## src/rtl/mclk_pkg.sv

```systemverilog
// Package for the majority-clocked keystream unit: word types, register map
// and the single-bit step of the three shift registers. No dependencies.
package mclk_pkg;

    localparam int unsigned R1_W   = 19;
    localparam int unsigned R2_W   = 22;
    localparam int unsigned R3_W   = 23;
    localparam int unsigned BYTE_W = 8;
    localparam int unsigned DATA_W = 32;
    localparam int unsigned ADDR_W = 4;

    // Register indexes (byte address = 4 * index)
    localparam logic [1:0] REG_SEED_ONE   = 2'd0;
    localparam logic [1:0] REG_SEED_TWO   = 2'd1;
    localparam logic [1:0] REG_SEED_THREE = 2'd2;

    typedef struct packed {
        logic [BYTE_W-1:0] data_byte;
        logic              reload_seed;
    } in_word_t;

    typedef struct packed {
        logic [BYTE_W-1:0] result_byte;
        logic [BYTE_W-1:0] keystream_byte;
    } out_word_t;

    typedef struct packed {
        logic [R1_W-1:0] r1;
        logic [R2_W-1:0] r2;
        logic [R3_W-1:0] r3;
    } lfsr_state_t;

    // Keystream bit: XOR of the three top bits before any register moves
    function automatic logic ks_bit(lfsr_state_t s);
        return s.r1[R1_W-1] ^ s.r2[R2_W-1] ^ s.r3[R3_W-1];
    endfunction

    // One majority-clocked step of all three registers
    function automatic lfsr_state_t lfsr_step(lfsr_state_t s);
        logic        c1;
        logic        c2;
        logic        c3;
        logic        maj;
        logic        fb1;
        logic        fb2;
        logic        fb3;
        lfsr_state_t n;
        c1  = s.r1[8];
        c2  = s.r2[10];
        c3  = s.r3[10];
        maj = (c1 & c2) | (c1 & c3) | (c2 & c3);
        fb1 = s.r1[13] ^ s.r1[16] ^ s.r1[17] ^ s.r1[18];
        fb2 = s.r2[20] ^ s.r2[21];
        fb3 = s.r3[7] ^ s.r3[20] ^ s.r3[21] ^ s.r3[22];
        n   = s;
        if (c1 == maj) begin
            n.r1 = {s.r1[R1_W-2:0], fb1};
        end
        if (c2 == maj) begin
            n.r2 = {s.r2[R2_W-2:0], fb2};
        end
        if (c3 == maj) begin
            n.r3 = {s.r3[R3_W-2:0], fb3};
        end
        return n;
    endfunction

endpackage

```

## src/rtl/majority_clocked_lfsr_keystream_unit.sv

```systemverilog
// Majority-clocked three-register keystream unit (adapted A5/1) top level.
// Depends on mclk_pkg for word types, register map and the step function.
//
// Takes one data word per cycle while results are taken and returns one result
// word per input. A word accepted at a clock edge is held in an input register;
// when the result register is empty or being taken, the eight clocking steps of
// the 19/22/23-bit shift registers, run as a chain of XOR and majority logic,
// update the cipher state and load the result register, which shows the result
// word. A word can follow in every cycle while results are taken, because the
// whole eight-step chain is combinational and the state is ready for the next
// word at the edge that moves this one; a stalled result word holds the input
// register and then the input side. Seeds are written over the APB port at
// byte addresses 0, 4 and 8, masked to register width; reload_seed copies them
// into the state before its word's keystream is made.
module majority_clocked_lfsr_keystream_unit (
    input  logic                        aclk,
    input  logic                        aresetn,
    // input words
    input  logic                        s_valid,
    output logic                        s_ready,
    input  mclk_pkg::in_word_t          s_word,
    // result words
    output logic                        m_valid,
    input  logic                        m_ready,
    output mclk_pkg::out_word_t         m_word,
    // configuration
    input  logic                        psel,
    input  logic                        penable,
    input  logic                        pwrite,
    input  logic [mclk_pkg::ADDR_W-1:0] paddr,
    input  logic [mclk_pkg::DATA_W-1:0] pwdata,
    output logic [mclk_pkg::DATA_W-1:0] prdata,
    output logic                        pready
);

    logic [mclk_pkg::R1_W-1:0] seed_one_reg;
    logic [mclk_pkg::R2_W-1:0] seed_two_reg;
    logic [mclk_pkg::R3_W-1:0] seed_three_reg;
    logic [1:0]                reg_index;
    logic                      cfg_write;

    mclk_pkg::lfsr_state_t     state_reg;
    mclk_pkg::lfsr_state_t     state_next;
    logic                      in_valid_reg;
    mclk_pkg::in_word_t        in_word_reg;
    logic                      out_valid_reg;
    mclk_pkg::out_word_t       out_word_reg;
    mclk_pkg::out_word_t       out_word_next;
    logic                      advance;

    // Configuration port: always ready, write on access phase
    assign pready    = 1'b1;
    assign reg_index = paddr[3:2];
    assign cfg_write = psel & penable & pwrite;

    always_ff @(posedge aclk) begin
        if (!aresetn) begin
            seed_one_reg   <= '0;
            seed_two_reg   <= '0;
            seed_three_reg <= '0;
        end else if (cfg_write) begin
            unique case (reg_index)
                mclk_pkg::REG_SEED_ONE:   seed_one_reg   <= pwdata[mclk_pkg::R1_W-1:0];
                mclk_pkg::REG_SEED_TWO:   seed_two_reg   <= pwdata[mclk_pkg::R2_W-1:0];
                mclk_pkg::REG_SEED_THREE: seed_three_reg <= pwdata[mclk_pkg::R3_W-1:0];
                default: ;
            endcase
        end
    end

    // Read back seeds, zero-extended
    always_comb begin
        unique case (reg_index)
            mclk_pkg::REG_SEED_ONE:
                prdata = {{(mclk_pkg::DATA_W-mclk_pkg::R1_W){1'b0}}, seed_one_reg};
            mclk_pkg::REG_SEED_TWO:
                prdata = {{(mclk_pkg::DATA_W-mclk_pkg::R2_W){1'b0}}, seed_two_reg};
            mclk_pkg::REG_SEED_THREE:
                prdata = {{(mclk_pkg::DATA_W-mclk_pkg::R3_W){1'b0}}, seed_three_reg};
            default:
                prdata = '0;
        endcase
    end

    // Move a word from the input register into the result register
    assign advance = in_valid_reg & (~out_valid_reg | m_ready);
    assign s_ready = ~in_valid_reg | advance;

    // Run the eight clocking steps, first keystream bit into the MSB
    always_comb begin
        mclk_pkg::lfsr_state_t    st;
        logic [mclk_pkg::BYTE_W-1:0] ks;
        if (in_word_reg.reload_seed) begin
            st = '{r1: seed_one_reg, r2: seed_two_reg, r3: seed_three_reg};
        end else begin
            st = state_reg;
        end
        ks = '0;
        for (int i = 0; i < mclk_pkg::BYTE_W; i++) begin
            ks = {ks[mclk_pkg::BYTE_W-2:0], mclk_pkg::ks_bit(st)};
            st = mclk_pkg::lfsr_step(st);
        end
        state_next                   = st;
        out_word_next.keystream_byte = ks;
        out_word_next.result_byte    = in_word_reg.data_byte ^ ks;
    end

    // Hold control state, advance pipeline and cipher state
    always_ff @(posedge aclk) begin
        if (!aresetn) begin
            in_valid_reg  <= 1'b0;
            out_valid_reg <= 1'b0;
            state_reg     <= '0;
        end else begin
            if (s_ready) begin
                in_valid_reg <= s_valid;
            end
            if (advance) begin
                out_valid_reg <= 1'b1;
                state_reg     <= state_next;
            end else if (m_ready) begin
                out_valid_reg <= 1'b0;
            end
        end
    end

    // Payload registers
    always_ff @(posedge aclk) begin
        if (s_valid && s_ready) begin
            in_word_reg <= s_word;
        end
        if (advance) begin
            out_word_reg <= out_word_next;
        end
    end

    assign m_valid = out_valid_reg;
    assign m_word  = out_word_reg;

endmodule

```

## config.mk

```make
export PLATFORM = sky130hd
export DESIGN_NAME = majority_clocked_lfsr_keystream_unit
export DESIGN_NICKNAME = d
export VERILOG_FILES = /design/src/rtl/mclk_pkg.sv /design/src/rtl/majority_clocked_lfsr_keystream_unit.sv
export SDC_FILE = /design/constraint.sdc
export NUM_CORES = 1
export LEC_CHECK = 0
export BUFFER_PORTS_ARGS = -buffer_cell sky130_fd_sc_hd__buf_2
export CELL_PAD_IN_SITES_DETAIL_PLACEMENT = 2
export CELL_PAD_IN_SITES_GLOBAL_PLACEMENT = 2
export CORE_MARGIN = 4
export CORE_UTILIZATION = 40
export DETAILED_ROUTE_END_ITERATION = 6
export PLACE_DENSITY = 0.95
export SLEW_MARGIN = 20
export SYNTH_ARGS = -nofsm -noshare
export SYNTH_HDL_FRONTEND = slang
export SYNTH_SLANG_ARGS = --single-unit
```

## constraint.sdc

```tcl
create_clock -name aclk -period 14 [get_ports aclk]
set_clock_uncertainty 0.1 [all_clocks]
set_input_delay 1.4 -clock aclk [delete_from_list [all_inputs] [get_ports aclk]]
set_output_delay 1.4 -clock aclk [all_outputs]
set_load 0.01 [all_outputs]
```

# Word-level counts from Yosys, hierarchy flattened
# Index checks and enable logic that the tools add are counted.
[op_classes]
muxes = 28
bitwise = 120
n_reduce_logical = 6
eq_ne = 26
[op_table]
columns = ["op", "n"]
rows = [
  ["$mux 23", 8],
  ["$mux 22", 8],
  ["$mux 19", 8],
  ["$xor 1x1->1", 72],
  ["$pmux 23 s3", 1],
  ["$mux 64", 1],
  ["$and 1x1->1", 27],
  ["$eq 1x1->1", 24],
  ["$or 1x1->1", 18],
  ["$xor 8x8->8", 1],
  ["$reduce_and 2->1", 3],
  ["$eq 2x1->1 const B", 1],
  ["$eq 2x2->1 const B", 1],
  ["$logic_not 2->1", 1],
  ["$mux 1", 2],
  ["$not 1->1", 2],
  ["$reduce_bool 2->1", 1],
  ["$logic_and 1x1->1", 1],
]
[word_totals]
word_cells = 192
regBits = 155
output_inout_bits = 51
in_bits = 52

# Logic depth before layout (Yosys ltp)
# Gate-level depths: netlist (run 1).
[depth]
word_depth = 41
depth_mapped = 30
depth_no_buf = 21

# Least setup slack after synthesis (run 1)
# OpenSTA, ideal clock, no wires.
[synth_timing]
kind = "register -> register"
start = "register in_word_reg[0] (netlist name)"
end = "register out_word_reg (netlist bit m_word[8]) (data pin)"
t_required_ns = 13.634
synth_period_minus_slack_ns = 6.148
arrival_time_ns = 5.783
slack_ns = 7.852
path_stages_with_launch = 26
path_cell_list = "edfxtp_1 > buf_6 > buf_8 > mux2_4 > a21oi_1 > o32ai_1 > or3_1 > buf_2 > mux2_4 > and2_1 > buf_2 > or4_1 > o211ai_1 > o31a_2 > and2_4 > buf_4 > mux2_2 > buf_4 > o21ai_1 > a21oi_1 > a31oi_2 > mux2i_1 > clkbuf_1 > mux2i_1 > xnor2_1 > xor2_1"
[synth_rtl]
columns = ["element", "line", "source"]
rows = [
  ["start, declared", "majority_clocked_lfsr_keystream_unit.sv:45", "mclk_pkg::in_word_t in_word_reg;"],
  ["start signal, assigned", "majority_clocked_lfsr_keystream_unit.sv:130", "in_word_reg <= s_word;"],
  ["end signal, assigned", "majority_clocked_lfsr_keystream_unit.sv:133", "out_word_reg <= out_word_next;"],
  ["end, declared", "majority_clocked_lfsr_keystream_unit.sv:47", "mclk_pkg::out_word_t out_word_reg;"],
]

# Worst setup path in the final report (run 1)
[layout_timing]
start = "register in_word_reg[0] (netlist name)"
end = "register state_reg[29] (netlist name)"
[layout_via]
elab_chain_cells = 41
[layout_rtl]
columns = ["element", "line", "source"]
rows = [
  ["$mux 64 (*)", "majority_clocked_lfsr_keystream_unit.sv:93", "if (in_word_reg.reload_seed) begin"],
  ["$and 1x1->1", "mclk_pkg.sv:51", "maj = (c1 & c2) | (c1 & c3) | (c2 & c3);"],
  ["$or 1x1->1 (2 in a row)", "mclk_pkg.sv:51", ""],
  ["$eq 1x1->1 (on tied branches)", "mclk_pkg.sv:56, mclk_pkg.sv:59, mclk_pkg.sv:62", ""],
  ["$mux 19, or another cell as far along", "mclk_pkg.sv:56", "if (c1 == maj) begin"],
  ["$and 1x1->1", "mclk_pkg.sv:51", ""],
  ["$or 1x1->1 (2 in a row)", "mclk_pkg.sv:51", ""],
  ["$eq 1x1->1 (on tied branches)", "mclk_pkg.sv:56, mclk_pkg.sv:59, mclk_pkg.sv:62", ""],
  ["[21 not listed]", "--", ""],
  ["$and 1x1->1", "mclk_pkg.sv:51", ""],
  ["$or 1x1->1 (2 in a row)", "mclk_pkg.sv:51", ""],
  ["$eq 1x1->1 (on tied branches)", "mclk_pkg.sv:56, mclk_pkg.sv:59, mclk_pkg.sv:62", ""],
  ["$mux 19, or another cell as far along", "mclk_pkg.sv:56", ""],
  ["$and 1x1->1", "mclk_pkg.sv:51", ""],
  ["$or 1x1->1 (2 in a row)", "mclk_pkg.sv:51", ""],
  ["$eq 1x1->1", "mclk_pkg.sv:59", "if (c2 == maj) begin"],
  ["$mux 22 (*)", "mclk_pkg.sv:59", ""],
  ["end signal, assigned", "majority_clocked_lfsr_keystream_unit.sv:120", "state_reg <= state_next;"],
  ["end, declared", "majority_clocked_lfsr_keystream_unit.sv:42", "mclk_pkg::lfsr_state_t state_reg;"],
]
# Mark *: on every way between the ends. The rest lies on a longest branch, timed or not.
# A chain may end at the register's enable or synchronous reset.

==> run summary, run 1 <==
The slowest stage of the critical path is the sky130_fd_sc_hd__nor3_1 cell. The endpoint required time on the critical path is 14,140 ps. Buffers placed on the I/O ports in this run total 81.

Broken down by cell family, the worst path's largest delay share belongs to simple AND/OR/NAND/NOR gates. Yosys printed 0 warnings. The detail-routed net length per standard cell was 40.39 µm; the multiplexer fraction of the synthesized cell area was 22.81%.

The total die area is 43,650 µm², and the area fraction in and, or, nand and nor cells after synthesis is 19.01%. Walking the worst path, the cells encountered are buf_4, mux2i_4, nand2_2, o21ai_2, a21oi_1, o32ai_2, nand2_1, o21ai_0, mux2i_1, a32oi_2, nand2_1, a211oi_2, a2bb2oi_2, or2_1, mux2_4, mux2i_1, mux2_2, nor2_1, nor4_1, a31o_2, nor3_1, nor3_1. The later pin in the worst-skew pair is clocked with a latency of 500 ps. Delay of the slowest cell on the worst path: 1300 ps.

The register with the most flip-flops in the layout has 64 of them. The synthesized netlist occupies a cell area of 16,150 µm². The run gives 4 as the count of H-tree levels built during CTS.

Counting flops and latches in the post-synthesis netlist gives 155. The buffer type at the clock tree root was sky130_fd_sc_hd__clkbuf_16. For the number of iterations in the first detailed-routing pass, the log shows 7.

The minimum clock period after layout was 12,660 ps. The run finished, with violations left. For this run, the top clock speed supported by timing is 79.00 MHz.

The tools report the initial core utilization as 40.55%. The worst setup path is of the flop to flop kind. The final weighted congestion of routability-driven global placement is 0.9346, and the number of enable flip-flop cells after synthesis is 25.

From left edge to right edge, the die measures 208.9 µm. Number of max-capacitance violations reported: 1. Summing the areas of all xor and xnor instances in the mapped netlist gives 4.122% of the synthesized area. The checks that failed: DRC, capacitance limit, slew limit. Relative slew slack: -9.704%. STA classifies the critical path endpoint as a flop. At the worst endpoint, the arrival time is 12,800 ps.

Entering global routing, the biggest net connects 72 pins. For this run, the leading register cell type out of synthesis is sky130_fd_sc_hd__dfxtp_1. Setup violations remaining at the end of the flow were counted as 0. Counting the fill cells in the layout gives 4,454.

In the synthesized netlist, the cells that appear most often are sky130_fd_sc_hd__nand2_1 (312), sky130_fd_sc_hd__mux2i_1 (303), sky130_fd_sc_hd__a21oi_1 (224), sky130_fd_sc_hd__nor2_1 (165), sky130_fd_sc_hd__o21ai_0 (146). The HPWL after detailed placement is 61,340 µm. The number of different library cells used by synthesis comes to 109. For the total clock buffers created by CTS, the log shows 17. After floorplanning, the core was sized to cover 39,820 µm².

The tools report the startpoint class of the critical path as a flop. The detailed router's first-iteration violation count is 3,479. Across every metal layer, demand over resource in global routing totals 44.19%.

The register-to-register path setup slack is 1340 ps. sky130_fd_sc_hd__mux2i_1 takes more of the synthesized area than any other cell. Yosys attributes the largest share of cell area to sky130_fd_sc_hd__mux2i_1 (19%), sky130_fd_sc_hd__dfxtp_1 (16%), sky130_fd_sc_hd__nand2_1 (7.3%). The initial antenna violation count was 16; the utilization after layout was 43.81%. Of the post-synthesis cell area, the dominant cell type holds 18.78%.

The tools report the number of ports placed on the die boundary as 103. The floorplan has 73 rows. The synthesized netlist devotes 0% of its cell area to adder and majority cells.

The clock input transition at the sequential cells of the worst setup and hold paths came out at 100 ps. Setup repair after global routing left no endpoint under its margin. For this run the aggregate overflow at the end of global routing stands at 0.

The via count was 21,170; the final-stage net count was 2,165. Once the clock tree was built, the resizer swapped 0 gates to a different size. The first global-routing pass estimated 148,100 µm of wire. Of all flip-flops after synthesis, the portion carrying an async set or reset was 0%. In the routed layout, each cell is associated on average with a via count of 7.950. After synthesis, the mean cell area works out to 7.560 µm².

Along the worst path, the maximum fanout reaches 25. The number of clock sinks seen by CTS was 155; the final wirelength was 107,500 µm. Complex-gate fraction of the synthesized area: 27.56%.

Hold repair after CTS inserted 0 buffers. The combined buffer and inverter count along the critical path is 1. Yosys instantiated no cell more often than sky130_fd_sc_hd__nand2_1. Counting along the longest clock path gives a buffer depth of 2.

The vertical die dimension was 208.9 µm; the synthesized instance count was 2,136. The run gives 0 as the number of endpoints with negative hold slack in the final report. Sequential cells were found to cover 20.77% of the synthesized design area. TritonCTS built the clock tree. The fraction of the cycle the final worst path needs was 90.41%.

Post-CTS timing repair inserted 0 buffers for setup. The logs give 21,393 for the via count of the first global-routing pass and 0 for the number of nets with antenna violations after detailed routing. The area growth from synthesis to layout is 8.051%. For this run, design rule violations remaining after detail routing come to 38. The main combinational cell family by area after synthesis was compound AO/OA/AOI/OAI gates. In the final layout, the share of cells above drive strength 1 is 13.64%. For the setup total negative slack, the log shows 0 ps. At the pin with the least slew margin, the transition time is 1633 ps.

The worst hold path belongs to the class flop to flop. For the total count of max-transition violations in the final report, the log shows 2.
-- cells by family (layout without fill, tap and decap cells) --
group	count (synthesis)	after routing
flops	155	155
other cells	2	22
compound gates	676	676
xor+xnor	76	76
simple gates	682	682
buf+inv	189	171
mux	356	356
-- tightest hold or removal path: cells and delay by family (launching register included) --
family / cells / cell delay (ps)
flops: 1 / 340
simple gates: 2 / 120
-- metal layers --
layer / track usage [%] / up-vias / share of wire [%]
met4: 36.66 / 12 / 12
met3: 13.87 / 968 / 12
met5: 1.112 / - / 0.12
met1: 49.08 / 10268 / 33
li1: - / 7829 / -
met2: 68.97 / 2093 / 43
-- layout make-up --
cell class,instances,area (µm²),area share [%]
Antenna cell,12,30.03,0.1721
Clock buffer,18,450.4,2.582
Clock inverter,14,177.7,1.018
Inverter,15,56.30,0.3227
Multi-Input combinational cell,1800,11980,68.68
Sequential cell,155,3353,19.22
Tap cell,525,656.9,3.765
Timing Repair Buffer,124,739.5,4.238
-- worst paths after layout --
check                  from       endpoint  depth (start not counted)
max          in_word_reg[0]  state_reg[29]                         22
min           state_reg[34]  state_reg[34]                          2
max reg2reg  in_word_reg[0]  state_reg[29]                         22
min reg2reg   state_reg[34]  state_reg[34]                          2
-- through the flow --
step | worst slack [ps] | area [µm²] | std cells | hold WS (ps)
finish | 1342 | 17450 | 2663 | 411.8
global placement | 4757 | 16720 | 2615 | 328.6
global route | 1442 | 17430 | 2655 | 417.5
detailed placement | 3957 | 16720 | 2615 | 364.3
floorplan | 7852 | 16180 | 2144 | 314.9
CTS | 3406 | 17350 | 2647 | 386.9
-- cell usage in the layout (no fill, tap or decap), types with 18 or more instances in the layout --
master	synthesis	final
sky130_fd_sc_hd__a211oi_1	31	31
sky130_fd_sc_hd__a21oi_1	224	224
sky130_fd_sc_hd__a31oi_1	21	20
sky130_fd_sc_hd__and2_1	20	20
sky130_fd_sc_hd__buf_2	43	81
sky130_fd_sc_hd__buf_4	24	39
sky130_fd_sc_hd__clkbuf_16	0	18
sky130_fd_sc_hd__dfxtp_1	130	130
sky130_fd_sc_hd__edfxtp_1	25	25
sky130_fd_sc_hd__mux2_2	40	40
sky130_fd_sc_hd__mux2i_1	303	299
sky130_fd_sc_hd__nand2_1	312	312
sky130_fd_sc_hd__nand3_1	50	50
sky130_fd_sc_hd__nand4_1	18	18
sky130_fd_sc_hd__nor2_1	165	165
sky130_fd_sc_hd__nor3_1	35	34
sky130_fd_sc_hd__o211ai_1	24	24
sky130_fd_sc_hd__o21ai_0	146	146
sky130_fd_sc_hd__o21ai_1	29	29
sky130_fd_sc_hd__o22ai_1	22	22
sky130_fd_sc_hd__xnor2_1	50	50
sky130_fd_sc_hd__xor2_1	26	26
Power of run 1 is left out: the tool's default activity adds up to more than one toggle a clock period on the data nets, which glitch-free logic cannot reach.
==> run 2: changes to the inputs <==
- CELL_PAD_IN_SITES_DETAIL_PLACEMENT: 2 -> not set
- CELL_PAD_IN_SITES_GLOBAL_PLACEMENT: 2 -> not set
- CORE_UTILIZATION: 40 -> 63
- CTS_BUF_LIST: not set -> sky130_fd_sc_hd__clkbuf_8
- PLACE_DENSITY: 0.95 -> 0.91
==> run 2 against run 1 <==
  * The run ends with DRC left
  * Hold slack got worse by 58 ps
  * Die area decreased by 35%
  * Global-route usage decreased by 7.3 points
  * Via count decreased by 19%
  * Final area decreased by 3.0%
  * Register-to-register slack improved by 3200 ps
  * Non-clock buffer count decreased by 6
  * Maximum frequency increased by 34%
  * Highest routed layer is now met4
==> run summary, run 2 (synthesis gave the netlist of run 1 again) <==
The run finished, with violations left. The checks that failed: DRC. The total of buffers placed on input and output ports is 81 (unchanged), and the insertion delay of the later-clocked pin in the worst-skew pair is 490 ps (about the same). The clock input transition at the sequential cells of the worst setup and hold paths was 90 ps (about the same).

The register-to-register path setup slack came out at 4570 ps (+3230 ps). The largest fanout of any net on the critical path was 25 (unchanged). The root buffer cell chosen for the clock tree is sky130_fd_sc_hd__clkbuf_8. The startpoint of the worst-slack reg-to-reg timing path is in_word_reg[0]. The worst setup path startpoint was in_word_reg[0]. The initial antenna violation count is 1 (-15). The number of endpoints with negative hold slack in the final report is 0 (unchanged), and the worst-margin pin slew is 1172 ps (-461.0 ps). Met3 wire length: 5597 µm (-58%). The highest achievable clock rate is 106.1 MHz (+34%), and the number of buffers inserted to repair setup after CTS is 0 (unchanged). The fraction of the cycle the final worst path needs works out to 67.35% (-23 points). Sum of routed wire segments on met1: 21,310 µm (-40%).

The critical path start-end classification is flop to flop. Number of iterations in the first detailed-routing pass: 7 (unchanged). The top cell types in the final layout, fill and taps aside, are sky130_fd_sc_hd__nand2_1 (312), sky130_fd_sc_hd__mux2i_1 (301), sky130_fd_sc_hd__a21oi_1 (224), sky130_fd_sc_hd__nor2_1 (164), sky130_fd_sc_hd__o21ai_0 (146). STA classifies the critical path startpoint as a flop. The vias per cell is 7.031 (-12%), and the hold slack is 354.1 ps (-57.63 ps). The detail-routed net length per standard cell came out at 22.40 µm (-45%). The tools report the count of H-tree levels built during CTS as 4 (unchanged). The run gives 2,159 (-0.28%) as the final-stage net count. The number of buffers on the longest clock path was 2 (unchanged); the post-cts resize count was 0 (unchanged).

The total clock buffers created by CTS came out at 17 (unchanged). The half-perimeter wire length of the detailed placement result came out at 39,510 µm (-36%). The worst-case setup slack after placement was 4946 ps (+989.6 ps); the data arrival time of the worst path was 9690 ps (-3110 ps).

Final weighted congestion of routability-driven global placement: 1.020 (+9.1%). Met2 routed wirelength: 24,130 µm (-48%). The number of ports placed on the die boundary was 103 (unchanged). The setup violation total in the final timing report was 0 (unchanged); the area inside the core boundary was 25,180 µm² (-37%). The tools report the number of max-capacitance violations reported as 0 (-1). Commonest non-fill, non-tap cell in the layout: sky130_fd_sc_hd__nand2_1.

The number of DRC violations after detailed routing came out at 1 (-97%). The final wirelength came out at 54,870 µm (-49%). The logs give 2,895 (-17%) for the detailed router's first-iteration violation count and 0 (unchanged) for the aggregate global routing overflow.

The logs give 0 (unchanged) for the cts-stage hold buffer count and 15,686 (-27%) for the via count of the first global-routing pass. Endpoint of the worst-slack reg-to-reg timing path: state_reg[26]. The tools report the number of filler instances in the final layout as 2,066 (-54%). The initial core utilization is 64.13% (+24 points), and the minimum clock period after layout is 9429 ps (-3229 ps). The tools report the setup total negative slack as 0 ps (unchanged).

Largest net degree at the start of global routing: 92 (+28%). The flip-flop count of the largest register after layout is 64 (unchanged). The tools report the global-route usage over all layers as 36.85% (-7.3 points).

For the worst setup slack after layout, the log shows 4571 ps (+3229 ps). In this run the worst setup path terminates at state_reg[26]. For the endpoint required time on the critical path, the log shows 14,260 ps (+120 ps).

The tools report the element type at the critical path end as a flop. Setup repair after global routing left no endpoint under its margin. The number of diodes is 0 (-12), and the share of layout cells above drive strength 1 is 13.17% (-0.47 points). For the total count of max-transition violations in the final report, the log shows 0 (-2).

The path class of the lowest-slack min-delay path was flop to flop. Relative to the synthesized area, the layout overhead comes to 4.804%. The tools report the relative slew slack as 21.64% (+31 points). The vertical die dimension was 168.1 µm (-20%).

The depth of the worst register-to-register path was 22 (unchanged). TritonCTS built the clock tree. The total die area was 28,260 µm² (-35%).

The logs give 58 (-21%) for the number of standard-cell rows in the floorplan and 85,000 µm (-43%) for the global-route wire length before repair. The number of clock sinks seen by CTS was 155 (unchanged); the via count was 17,218 (-19%). The number of nets with antenna violations after detailed routing was 0 (unchanged). Floorplan die width: 168.1 µm (-20%).

After detailed routing, no signal wire sits above met4. The hold-critical path depth is 2 (unchanged).
==> run 2: critical path: stages, from the launching register on <==
cell and delay, ps:
sky130_fd_sc_hd__edfxtp_1 330, sky130_fd_sc_hd__buf_4 350, sky130_fd_sc_hd__mux2i_4 830, sky130_fd_sc_hd__nand2_2 280, sky130_fd_sc_hd__o21ai_2 710, sky130_fd_sc_hd__a211oi_1 140, sky130_fd_sc_hd__o32ai_2 420, sky130_fd_sc_hd__nand2_1 430
sky130_fd_sc_hd__o21ai_0 250, sky130_fd_sc_hd__mux2i_1 130, sky130_fd_sc_hd__a32oi_2 290, sky130_fd_sc_hd__nand2_1 520, sky130_fd_sc_hd__a211oi_2 680, sky130_fd_sc_hd__nor2_2 190, sky130_fd_sc_hd__a32oi_1 380, sky130_fd_sc_hd__or2_2 280
sky130_fd_sc_hd__nand3_2 550, sky130_fd_sc_hd__o311ai_2 640, sky130_fd_sc_hd__a21oi_1 130, sky130_fd_sc_hd__o21bai_1 670, sky130_fd_sc_hd__a31o_2 590, sky130_fd_sc_hd__nor2_1 110, sky130_fd_sc_hd__a211o_1 270
==> run 2: cell type report <==
class,instances,area [µm²],area share (%)
clock inverters,14,224.0,1.323
repair buffers,118,686.9,4.059
well taps,330,412.9,2.440
multi-input cells,1800,11960,70.65
flip-flops and latches,155,3353,19.81
clock buffers,17,234.0,1.383
inverters,15,56.30,0.3327
==> run 2: worst min path at each step <==
| stage | from | to |
|---|---|---|
| after floorplan | state_reg[34] | state_reg[34] |
| after global placement | state_reg[49] | state_reg[49] |
| after detailed placement | state_reg[3] | state_reg[3] |
| after CTS | state_reg[54] | state_reg[54] |
| after global routing | state_reg[54] | state_reg[54] |
| final | state_reg[54] | state_reg[54] |
==> run 2: per-layer routing <==
metal  up-vias  global-route usage [%]
met3       235                   5.259
met1      8050                   48.90
met2      1135                   56.62
met4         0                   22.76
li1       7798                       -
met5         -                       0
==> run 2: metrics by stage <==
| stage | cell area (µm²) | util [%] | instances |
|---|---|---|---|
| 4_1_cts | 16910 | 67.16 | 2448 |
| 3_3_place_gp | 16450 | 65.34 | 2417 |
| 5_1_grt | 16920 | 67.21 | 2449 |
| 6_report | 16920 | 67.21 | 2449 |
| 3_5_place_dp | 16450 | 65.34 | 2417 |
| 2_1_floorplan | 16180 | - | 2144 |
Power of run 2 is left out for the same reason.
